==> src/hdl/stt_pkg.sv <==
// Shared types and constants for the software timer table.
package stt_pkg;

    localparam int SLOTS = 20;
    localparam int IDX_W = (SLOTS > 1) ? $clog2(SLOTS) : 1;
    localparam int VAL_W = 8;
    localparam int SLOT_W = 5;
    localparam int HANDLE_W = 5;

    typedef enum logic [1:0] {
        MODE_TICK       = 2'd0,
        MODE_SCHED      = 2'd1,
        MODE_CANCEL     = 2'd2,
        MODE_CANCEL_ALL = 2'd3
    } t_mode;

    typedef enum logic [1:0] {
        ST_ACK   = 2'd0,
        ST_SCHED = 2'd1,
        ST_FIRED = 2'd2,
        ST_ERR   = 2'd3
    } t_status;

    typedef enum logic [2:0] {
        EM_NONE,
        EM_ACK,
        EM_ERR,
        EM_SCHED,
        EM_FLUSH
    } t_emit;

    typedef struct packed {
        logic  idx_clr;
        logic  idx_inc;
        logic  tick_slot;
        logic  sched_slot;
        logic  cancel_one;
        logic  cancel_all;
        logic  latch_req;
        t_emit emit;
    } t_dp_cmd;

    typedef struct packed {
        logic idx_last;
        logic slot_free;
        logic per_zero;
    } t_dp_stat;

endpackage

==> src/hdl/stt_ctrl.sv <==
// Sequencer for the timer table: decodes requests and steps the slot walk.
module stt_ctrl (
    input  logic              i_clk,
    input  logic              i_rst_n,
    input  logic              start,
    input  logic [1:0]        i_mode,
    input  stt_pkg::t_dp_stat i_stat,
    output stt_pkg::t_dp_cmd  o_cmd,
    output logic              busy
);
    import stt_pkg::*;

    typedef enum logic [1:0] {
        S_IDLE,
        S_TICK,
        S_SCHED,
        S_FLUSH
    } t_state;

    t_state  r_state, n_state;
    logic    r_busy;
    t_dp_cmd n_cmd;

    always_comb begin
        n_cmd   = '0;
        n_cmd.emit = EM_NONE;
        n_state = r_state;
        case (r_state)
            S_IDLE: begin
                if (start) begin
                    case (t_mode'(i_mode))
                        MODE_TICK: begin
                            n_state = S_TICK;
                        end
                        MODE_SCHED: begin
                            if (i_stat.per_zero) begin
                                n_cmd.emit = EM_ERR;
                            end else begin
                                n_cmd.latch_req = 1'b1;
                                n_state = S_SCHED;
                            end
                        end
                        MODE_CANCEL: begin
                            n_cmd.cancel_one = 1'b1;
                            n_cmd.emit = EM_ACK;
                        end
                        MODE_CANCEL_ALL: begin
                            n_cmd.cancel_all = 1'b1;
                            n_cmd.emit = EM_ACK;
                        end
                        default: begin
                            n_cmd.emit = EM_ACK;
                        end
                    endcase
                end
            end
            S_TICK: begin
                n_cmd.tick_slot = 1'b1;
                if (i_stat.idx_last) begin
                    n_cmd.idx_clr = 1'b1;
                    n_state = S_FLUSH;
                end else begin
                    n_cmd.idx_inc = 1'b1;
                end
            end
            S_FLUSH: begin
                n_cmd.emit = EM_FLUSH;
                n_state = S_IDLE;
            end
            S_SCHED: begin
                if (i_stat.slot_free) begin
                    n_cmd.sched_slot = 1'b1;
                    n_cmd.emit = EM_SCHED;
                    n_cmd.idx_clr = 1'b1;
                    n_state = S_IDLE;
                end else if (i_stat.idx_last) begin
                    n_cmd.emit = EM_ERR;
                    n_cmd.idx_clr = 1'b1;
                    n_state = S_IDLE;
                end else begin
                    n_cmd.idx_inc = 1'b1;
                end
            end
            default: begin
                n_state = S_IDLE;
            end
        endcase
    end

    always_ff @(posedge i_clk) begin
        if (!i_rst_n) begin
            r_state <= S_IDLE;
            r_busy  <= 1'b0;
        end else begin
            r_state <= n_state;
            r_busy  <= (n_state != S_IDLE);
        end
    end

    assign o_cmd = n_cmd;
    assign busy  = r_busy;

endmodule

==> src/hdl/stt_dp.sv <==
// Slot stores, walk index, held firing and result register.
module stt_dp (
    input  logic                              i_clk,
    input  logic                              i_rst_n,
    input  stt_pkg::t_dp_cmd                  i_cmd,
    input  logic [stt_pkg::VAL_W-1:0]         i_period,
    input  logic [stt_pkg::VAL_W-1:0]         i_repeat_count,
    input  logic [stt_pkg::HANDLE_W-1:0]      i_handle,
    output stt_pkg::t_dp_stat                 o_stat,
    output logic                              o_valid,
    output logic [1:0]                        o_status,
    output logic [stt_pkg::SLOT_W-1:0]        o_slot,
    output logic                              o_last
);
    import stt_pkg::*;

    logic [VAL_W-1:0] r_per [SLOTS];
    logic [VAL_W-1:0] r_cd  [SLOTS];
    logic [VAL_W-1:0] r_rep [SLOTS];
    logic [SLOTS-1:0] r_active;

    logic [IDX_W-1:0] r_idx;
    logic [VAL_W-1:0] r_per_l, r_rep_l;
    logic             r_pend_vld;
    logic [IDX_W-1:0] r_pend_slot;

    logic             r_out_vld, n_out_vld;
    t_status          r_status, n_status;
    logic [SLOT_W-1:0] r_slot, n_slot;
    logic             r_last, n_last;

    logic [VAL_W-1:0] cur_per, cur_cd, cur_rep, rep_m1;
    logic             cur_act, fire, handle_ok;

    assign cur_per = r_per[r_idx];
    assign cur_cd  = r_cd[r_idx];
    assign cur_rep = r_rep[r_idx];
    assign cur_act = r_active[r_idx];
    assign rep_m1  = cur_rep - VAL_W'(1);
    assign fire    = cur_act && (cur_cd == '0);
    assign handle_ok = (int'(i_handle) < SLOTS);

    assign o_stat.idx_last  = (int'(r_idx) == SLOTS - 1);
    assign o_stat.slot_free = !cur_act;
    assign o_stat.per_zero  = (i_period == '0);

    // slot stores: only read where the active bit is set
    always_ff @(posedge i_clk) begin
        if (i_cmd.latch_req) begin
            r_per_l <= i_period;
            r_rep_l <= i_repeat_count;
        end
        if (i_cmd.sched_slot) begin
            r_per[r_idx] <= r_per_l;
            r_cd[r_idx]  <= r_per_l;
            r_rep[r_idx] <= r_rep_l;
        end else if (i_cmd.tick_slot && cur_act) begin
            if (fire) begin
                if (cur_rep != '0) begin
                    r_rep[r_idx] <= rep_m1;
                end
                r_cd[r_idx] <= cur_per;
            end else begin
                r_cd[r_idx] <= cur_cd - VAL_W'(1);
            end
        end
        if (i_cmd.tick_slot && fire) begin
            r_pend_slot <= r_idx;
        end
    end

    always_comb begin
        n_out_vld = 1'b0;
        n_status  = ST_ACK;
        n_slot    = '0;
        n_last    = 1'b1;
        case (i_cmd.emit)
            EM_ACK: begin
                n_out_vld = 1'b1;
            end
            EM_ERR: begin
                n_out_vld = 1'b1;
                n_status  = ST_ERR;
            end
            EM_SCHED: begin
                n_out_vld = 1'b1;
                n_status  = ST_SCHED;
                n_slot    = SLOT_W'(r_idx);
            end
            EM_FLUSH: begin
                n_out_vld = 1'b1;
                if (r_pend_vld) begin
                    n_status = ST_FIRED;
                    n_slot   = SLOT_W'(r_pend_slot);
                end
            end
            default: begin
                // a new firing pushes out the held one, not yet the final
                if (i_cmd.tick_slot && fire && r_pend_vld) begin
                    n_out_vld = 1'b1;
                    n_status  = ST_FIRED;
                    n_slot    = SLOT_W'(r_pend_slot);
                    n_last    = 1'b0;
                end
            end
        endcase
    end

    always_ff @(posedge i_clk) begin
        if (!i_rst_n) begin
            r_active   <= '0;
            r_idx      <= '0;
            r_pend_vld <= 1'b0;
            r_out_vld  <= 1'b0;
        end else begin
            if (i_cmd.cancel_all) begin
                r_active <= '0;
            end else if (i_cmd.cancel_one && handle_ok) begin
                r_active[IDX_W'(i_handle)] <= 1'b0;
            end else if (i_cmd.sched_slot) begin
                r_active[r_idx] <= 1'b1;
            end else if (i_cmd.tick_slot && fire && cur_rep != '0 && rep_m1 == '0) begin
                r_active[r_idx] <= 1'b0;
            end

            if (i_cmd.idx_clr) begin
                r_idx <= '0;
            end else if (i_cmd.idx_inc) begin
                r_idx <= r_idx + IDX_W'(1);
            end

            if (i_cmd.emit == EM_FLUSH) begin
                r_pend_vld <= 1'b0;
            end else if (i_cmd.tick_slot && fire) begin
                r_pend_vld <= 1'b1;
            end

            r_out_vld <= n_out_vld;
        end
    end

    always_ff @(posedge i_clk) begin
        r_status <= n_status;
        r_slot   <= n_slot;
        r_last   <= n_last;
    end

    assign o_valid  = r_out_vld;
    assign o_status = r_status;
    assign o_slot   = r_slot;
    assign o_last   = r_last;

endmodule

==> src/hdl/software_timer_table.sv <==
// Top level of the software timer table: sequencer plus slot datapath.
// Tick: walks all SLOTS slots one per cycle, then flushes, busy until the flush ends;
//   one firing result per fired slot (final one marked last), or an ack if none fires.
// Schedule: searches slots one per cycle until a free slot or the last; zero period and
//   cancels answer without going busy. Results show the cycle after they are decided.
// Reset (synchronous, active low) frees every slot at once; results cannot be stalled.
module software_timer_table (
    input  logic                          i_clk,
    input  logic                          i_rst_n,
    input  logic                          start,
    output logic                          busy,
    input  logic [1:0]                    i_mode,
    input  logic [stt_pkg::VAL_W-1:0]     i_period,
    input  logic [stt_pkg::VAL_W-1:0]     i_repeat_count,
    input  logic [stt_pkg::HANDLE_W-1:0]  i_handle,
    output logic                          o_valid,
    output logic [1:0]                    o_status,
    output logic [stt_pkg::SLOT_W-1:0]    o_slot,
    output logic                          o_last
);
    import stt_pkg::*;

    t_dp_cmd  cmd;
    t_dp_stat stat;

    // Sequencer: accepts a transfer only while idle and steps the walk.
    stt_ctrl u_ctrl (
        .i_clk   (i_clk),
        .i_rst_n (i_rst_n),
        .start   (start),
        .i_mode  (i_mode),
        .i_stat  (stat),
        .o_cmd   (cmd),
        .busy    (busy)
    );

    // Datapath: slot stores, walk index, one held firing so that the
    // final firing of a tick can carry the last mark.
    stt_dp u_dp (
        .i_clk          (i_clk),
        .i_rst_n        (i_rst_n),
        .i_cmd          (cmd),
        .i_period       (i_period),
        .i_repeat_count (i_repeat_count),
        .i_handle       (i_handle),
        .o_stat         (stat),
        .o_valid        (o_valid),
        .o_status       (o_status),
        .o_slot         (o_slot),
        .o_last         (o_last)
    );

endmodule

==> config.mk <==
export PLATFORM = sky130hd
export DESIGN_NAME = software_timer_table
export DESIGN_NICKNAME = d
export VERILOG_FILES = /design/src/hdl/stt_pkg.sv /design/src/hdl/stt_ctrl.sv /design/src/hdl/stt_dp.sv /design/src/hdl/software_timer_table.sv
export SDC_FILE = /design/constraint.sdc
export NUM_CORES = 1
export LEC_CHECK = 0
export BUFFER_PORTS_ARGS = -buffer_cell sky130_fd_sc_hd__buf_2
export CAP_MARGIN = 20
export CELL_PAD_IN_SITES_DETAIL_PLACEMENT = 1
export CELL_PAD_IN_SITES_GLOBAL_PLACEMENT = 1
export CORE_MARGIN = 1
export CORE_UTILIZATION = 58
export CTS_CLUSTER_DIAMETER = 30
export DETAILED_ROUTE_END_ITERATION = 16
export MAX_ROUTING_LAYER = met4
export PLACE_DENSITY = 0.9
export SLEW_MARGIN = 25
export SYNTH_ARGS = -nofsm -noshare
export SYNTH_HDL_FRONTEND = slang
export SYNTH_SLANG_ARGS = --single-unit
==> constraint.sdc <==
create_clock -name i_clk -period 8.7 [get_ports i_clk]
set_clock_uncertainty 0.2 [all_clocks]
set_input_delay 2.61 -clock i_clk [delete_from_list [all_inputs] [get_ports i_clk]]
set_output_delay 2.61 -clock i_clk [all_outputs]
set_load 0.005 [all_outputs]
Yosys cells after proc, flatten, opt, wreduce, memory -nomap -nowiden
Memory sizes are Yosys's and may differ from the RTL's. A register that Yosys moved wholly into a read port is not among the register bits.
Cells that the tools add are included.
Word-level totals
  bits in registers: 59
  latch bits: 0
  RAM bits: 480
  memory bits (read-only): 0
  input bits: 26
  output and inout bits: 10
  memories: 3
Memory list
  u_dp.r_cd: depth 20, bits a word 8, read ports 1, clocked after memory_dff 1, wr ports 1, line stt_dp.sv:18  | logic [VAL_W-1:0] r_cd [SLOTS];
  u_dp.r_per: depth 20, bits a word 8, read ports 1, clocked after memory_dff 1, wr ports 1, line stt_dp.sv:17  | logic [VAL_W-1:0] r_per [SLOTS];
  u_dp.r_rep: depth 20, bits a word 8, read ports 1, clocked after memory_dff 1, wr ports 1, line stt_dp.sv:19  | logic [VAL_W-1:0] r_rep [SLOTS];
Operators by class
  add/sub/neg operators: 3
  $mul: 0
  div/mod/pow operators: 0
  magnitude comparators: 5
  equality and inequality tests: 11
  shift-type cells: 0
  muxes and demuxes: 68
  bitwise gates (word level): 9
  reductions and logical operators: 23
Operators by type and width (count)
  2-to-1 mux 20 bit: 3
  AND 20 bit: 2
  2-to-1 mux 5 bit: 8
  NOT 20 bit: 2
  2-to-1 mux 1 bit: 32
  zero test 8 bit: 3
  2-to-1 mux 8 bit: 3
  OR 20 bit: 1
  2-to-1 mux 2 bit: 9
  case mux 2 bit (4 select lines): 2
  subtractor 8 x 1 -> 8 bit, second input constant: 2
  case mux 5 bit (3 select lines): 1
  less-than comparator 5 x 6 -> 1 bit, second input constant: 2
  case mux 2 bit (2 select lines): 3
  demux 1 bit (select 5 bit): 2
  >= comparator 5 x 1 -> 1 bit, second input constant: 2
  OR reduction 2 bit: 5
  logical AND 1 bit: 9
  case mux 3 bit (3 select lines): 1
  equality test 2 bit, second input constant: 4
  nonzero test 8 bit: 1
  equality test 3 x 2 -> 1 bit, second input constant: 2
  2-to-1 mux 3 bit: 2
  2-to-1 mux 6 bit: 1
  other kinds (13): 17

Logic depth before layout (Yosys ltp)
  depth after elaboration: 9
  depth in mapped cells: 16
  gate-level depth less buffers: 11

Cells and area by module
From an unflattened synthesis, not the netlist that was laid out.
Second synthesis, totals
  cell total of the unflattened synthesis: 1387
  area, all modules: 23113.4 sq um
By module, submodules not included
  stt_dp: instances 1, cells each 1350, area each 22825.6 sq um, seq. area each 15845.2 sq um
  stt_ctrl: instances 1, cells each 37, area each 287.8 sq um, seq. area each 60.1 sq um

Worst setup path after synthesis
OpenSTA, ideal clock, no wires.
  path type: input to register
  start point: input start
  end point: register u_dp.r_per_l[0], enable pin
  data arrival time: 3771 ps
  data required time: 8106 ps
  path slack: 4335 ps
  stages on the path: 3
  cells stage by stage: nor2b_1 nand3_1 a21oi_1
RTL lines
  start, declared: line software_timer_table.sv:10  | input logic start,
  end signal, assigned: line stt_dp.sv:50  | r_per_l <= i_period;
  end, declared: line stt_dp.sv:23  | logic [VAL_W-1:0] r_per_l, r_rep_l;

==> run_results.csv <==
group,metric,value,unit
status,outcome,"finished clean",
logic_synthesis,synth_seq_cells,544,
drt,ant_nets,0,
critical_path,critical_path.top_delay_family,"simple AND/OR/NAND/NOR gates",
drt,viasPerCell,7.15,
global_route,antenna_found_initial,3,
layout,nets,1410,
logic_synthesis,ys_seq_area_share,71.7,%
clock_tree,clock_sinks,544,
clock_tree,cts_tree,"built",
critical_path,worst-r2r-cell-count,10,
critical_path,cpPeakStageDelay,0.82,ns
logic_synthesis,synth_commonest_cells,"edfxtp_1 (501), nor2_1 (99), mux4_2 (83), mux2i_1 (76), a21oi_1 (49)",
critical_path,cp_max_fo,43,
logic_synthesis,synthSimpleGateAreaFrac,4.96,%
sta,drv_slew,0,
global_route,grt_max_degree,116,
power,peakVddDrop,203,uV
logic_synthesis,synth_ff_type,"edfxtp_1",
logic_synthesis,synth_compound_area_share,6.26,%
global_route,first_global_vias,14700,
drt,finalWirelength,73800,microns
logic_synthesis,synth_fa_ha_area_share,0.733,%
logic_synthesis,synth_area_leader_cell,"edfxtp_1",
critical_path,cp-start-kind,"flop",
critical_path,r2r_slack,2.58,ns
global_route,grt-ovfl-total,0,
sta,fmax,163,MHz
critical_path,r2r_end,"u_dp.r_rep[17][2]",
clock_tree,clock_path_buffers,3,
logic_synthesis,yosysUniqueCellTypes,70,
critical_path,crit_buf_inv,1,
logic_synthesis,postSynthCellCount,1292,
floorplanning,die_h,198,microns
clock_tree,cts_root_buf,"clkbuf_16",
logic_synthesis,yosysMostFrequentCell,"edfxtp_1",
critical_path,path_class,"reg -> reg",
clock_tree,clk_pin_slew,0.07,ns
drt,via_count,14000,
sta,setup_tns,0,ns
hold_path,min_from,"u_dp.r_pend_slot[0]",
sta,fin_crit,6.12,ns
clock_tree,clock_latency,0.63,ns
drt,wire_per_inst,37.6,microns
placement,io_buffer_count,35,
sta,hold_violations,0,
critical_path,path_cells,"buf_4 > mux4_2 > mux2i_1 > a221o_1 > ha_1 > nand3_1 > nor4_2 > o211ai_2 > and2_1 > nor2_1",
logic_synthesis,synth_top_family_by_area,"multiplexers",
floorplanning,die_w,198,microns
global_route,grt_usage,39.8,%
layout,fin_cells,1964,
clock_tree,numCtsBuffers,92,
critical_path,cp_slowest_cell,"nor2_1",
logic_synthesis,async_flop_share,0,%
critical_path,required,8.75,ns
floorplanning,die-area,39100,sq um
logic_synthesis,synth_mux_area_share,13.8,%
hold_path,hold_class,"reg -> reg",
sta,setup_violations,0,
logic_synthesis,netlist_area,22200,sq um
logic_synthesis,avgSynthCellArea,17.2,sq um
drt,drcViolationCount,0,
power,cellLeakagePower,8.45,nW
logic_synthesis,ys_warn_count,0,
sta,max_slew_margin,24.7,%
logic_synthesis,ys_top_cells_by_area,"edfxtp_1 (68%), mux4_2 (8.4%), dfxtp_1 (3.9%), mux2i_1 (3.4%), nor2_1 (1.7%)",
placement,dp.cells,1783,
clock_tree,cts_resized,0,
drt,drt_iter0_markers,2175,
sta,rsz0062_at_grt,"no",
floorplanning,rows,71,
clock_tree,cts_hold_buf,0,
hold_path,hold_depth,1,
clock_tree,post-cts-setup-buffers,0,
floorplanning,core,37700,sq um
layout,drive_above_1_share,26.4,%
global_route,grt_first_pass_wirelength,105000,microns
placement,finalWeightedCongestion,0.962,
hold_path,whs_endpoint,"u_dp.o_slot[0]",
floorplanning,boundaryPins,36,
sta,worstMarginPinSlew,1.13,ns
placement,dp_hpwl,38700,microns
critical_path,endpoint_kind,"flop",
critical_path,cp.arrival,6.17,ns
logic_synthesis,synth_fp_nets,1331,
floorplanning,initial_core_util,58.9,%
logic_synthesis,synth_edf_count,501,
logic_synthesis,synthXorXnorAreaFrac,0.552,%
flow_run,cap_violations,0,
power,powerDensity,274,nW/um^2
logic_synthesis,yosysTopAreaCellShare,67.8,%
layout,syn_to_final_growth,18.3,%
sta,fin_crit_sh,70.3,%
clock_tree,cts-htree-levels,3,
drt,dr.pass1.iters,6,
-- logic make-up (layout without fill, tap and decap cells) --
group	after synthesis	count (layout)
AOI/OAI and AO/OA	209	209
xor gates and xnor gates	14	14
adders and majority gates	13	13
buffers and inverters	86	244
DFF	544	544
muxes	198	198
other	0	3
and+or+nand+nor	228	228
-- worst max-delay path by stage --
stage / from / depth (start not counted) / end / slack, ns
2_1_floorplan: start / 3 / u_dp.r_per_l[0] / 4.33
3_3_place_gp: flop / 8 / u_dp.r_rep[15][3] / 3.48
3_5_place_dp: flop / 8 / u_dp.r_cd[12][1] / 2.99
4_1_cts: flop / 8 / u_dp.r_cd[14][1] / 2.57
5_1_grt: flop / 10 / u_dp.r_rep[17][2] / 2.56
6_report: flop / 10 / u_dp.r_rep[17][2] / 2.58
-- flip-flops by register name, summed over array words and instances (netlist names), named ones only --
signal / flops
u_dp.r_cd: 160
u_dp.r_per: 160
u_dp.r_rep: 160
u_dp.r_per_l: 8
u_dp.r_rep_l: 8
u_dp.o_slot: 5
u_dp.r_idx: 5
u_dp.r_pend_slot: 5
u_ctrl.r_state: 2
u_dp.o_status: 2
u_ctrl.busy: 1
u_dp.o_last: 1
u_dp.o_valid: 1
u_dp.r_pend_vld: 1
-- worst reg2reg max path: stages (launching register included) --
cell and delay (ns):
dfxtp_4 0.65, buf_4 0.64, mux4_2 0.58, mux2i_1 0.24, a221o_1 0.32, ha_1 0.28
nand3_1 0.20, nor4_2 0.59, o211ai_2 0.53, and2_1 0.67, nor2_1 0.83
-- power breakdown --
part / internal [mW] / switching, mW
clock: 2.49 / 1.46
combinational: 0.120 / 0.230
sequential: 2.88 / 0.0258
-- per-stage QoR --
| stage | hold slack [ns] | power [mW] | utilization, % | worst slack, ns | instance area [sq um] |
|---|---|---|---|---|---|
| 2_1_floorplan | 0.203 | 3.15 | - | 4.33 | 22200 |
| 4_1_cts | 0.284 | 7.13 | 69.2 | 2.57 | 26100 |
| 3_5_place_dp | 0.270 | 3.26 | 60.5 | 2.99 | 22800 |
| 6_report | 0.288 | 7.20 | 69.7 | 2.58 | 26200 |
| 3_3_place_gp | 0.252 | 3.23 | 60.5 | 3.48 | 22800 |
| 5_1_grt | 0.295 | 7.28 | 69.7 | 2.56 | 26200 |
-- cell usage in the layout, fill, tap and decap left out, types with 22 or more instances in the layout --
master / n
mux4_2: 83
nor2_2: 27
mux2i_1: 76
nor2b_1: 26
clkbuf_16: 94
nor2_1: 72
a21oi_1: 47
edfxtp_1: 501
a211oi_1: 22
dfxtp_1: 41
mux2_2: 32
o21ai_0: 28
o22ai_1: 38
nand2_1: 42
buf_2: 35
-- routing by layer --
metal	routed length, microns	vias to the layer above	global-route usage [%]
li1	-	5347	-
met2	35600	1206	62.3
met1	26400	7145	48.5
met5	0	-	-
met3	7250	351	8.67
met4	4510	0	22.0
-- layout make-up --
cell class                 instances  area (sq um)
sequential                       544         15900
fill                            3090         11400
multi-input combinational        662          5970
clock buffer                     105          2390
clock inverter                    68           886
tap                              511           639
timing repair buffer              56           380
inverter                          15          56.3
antenna                            3          7.51
Power figures use the tool's default switching activity.
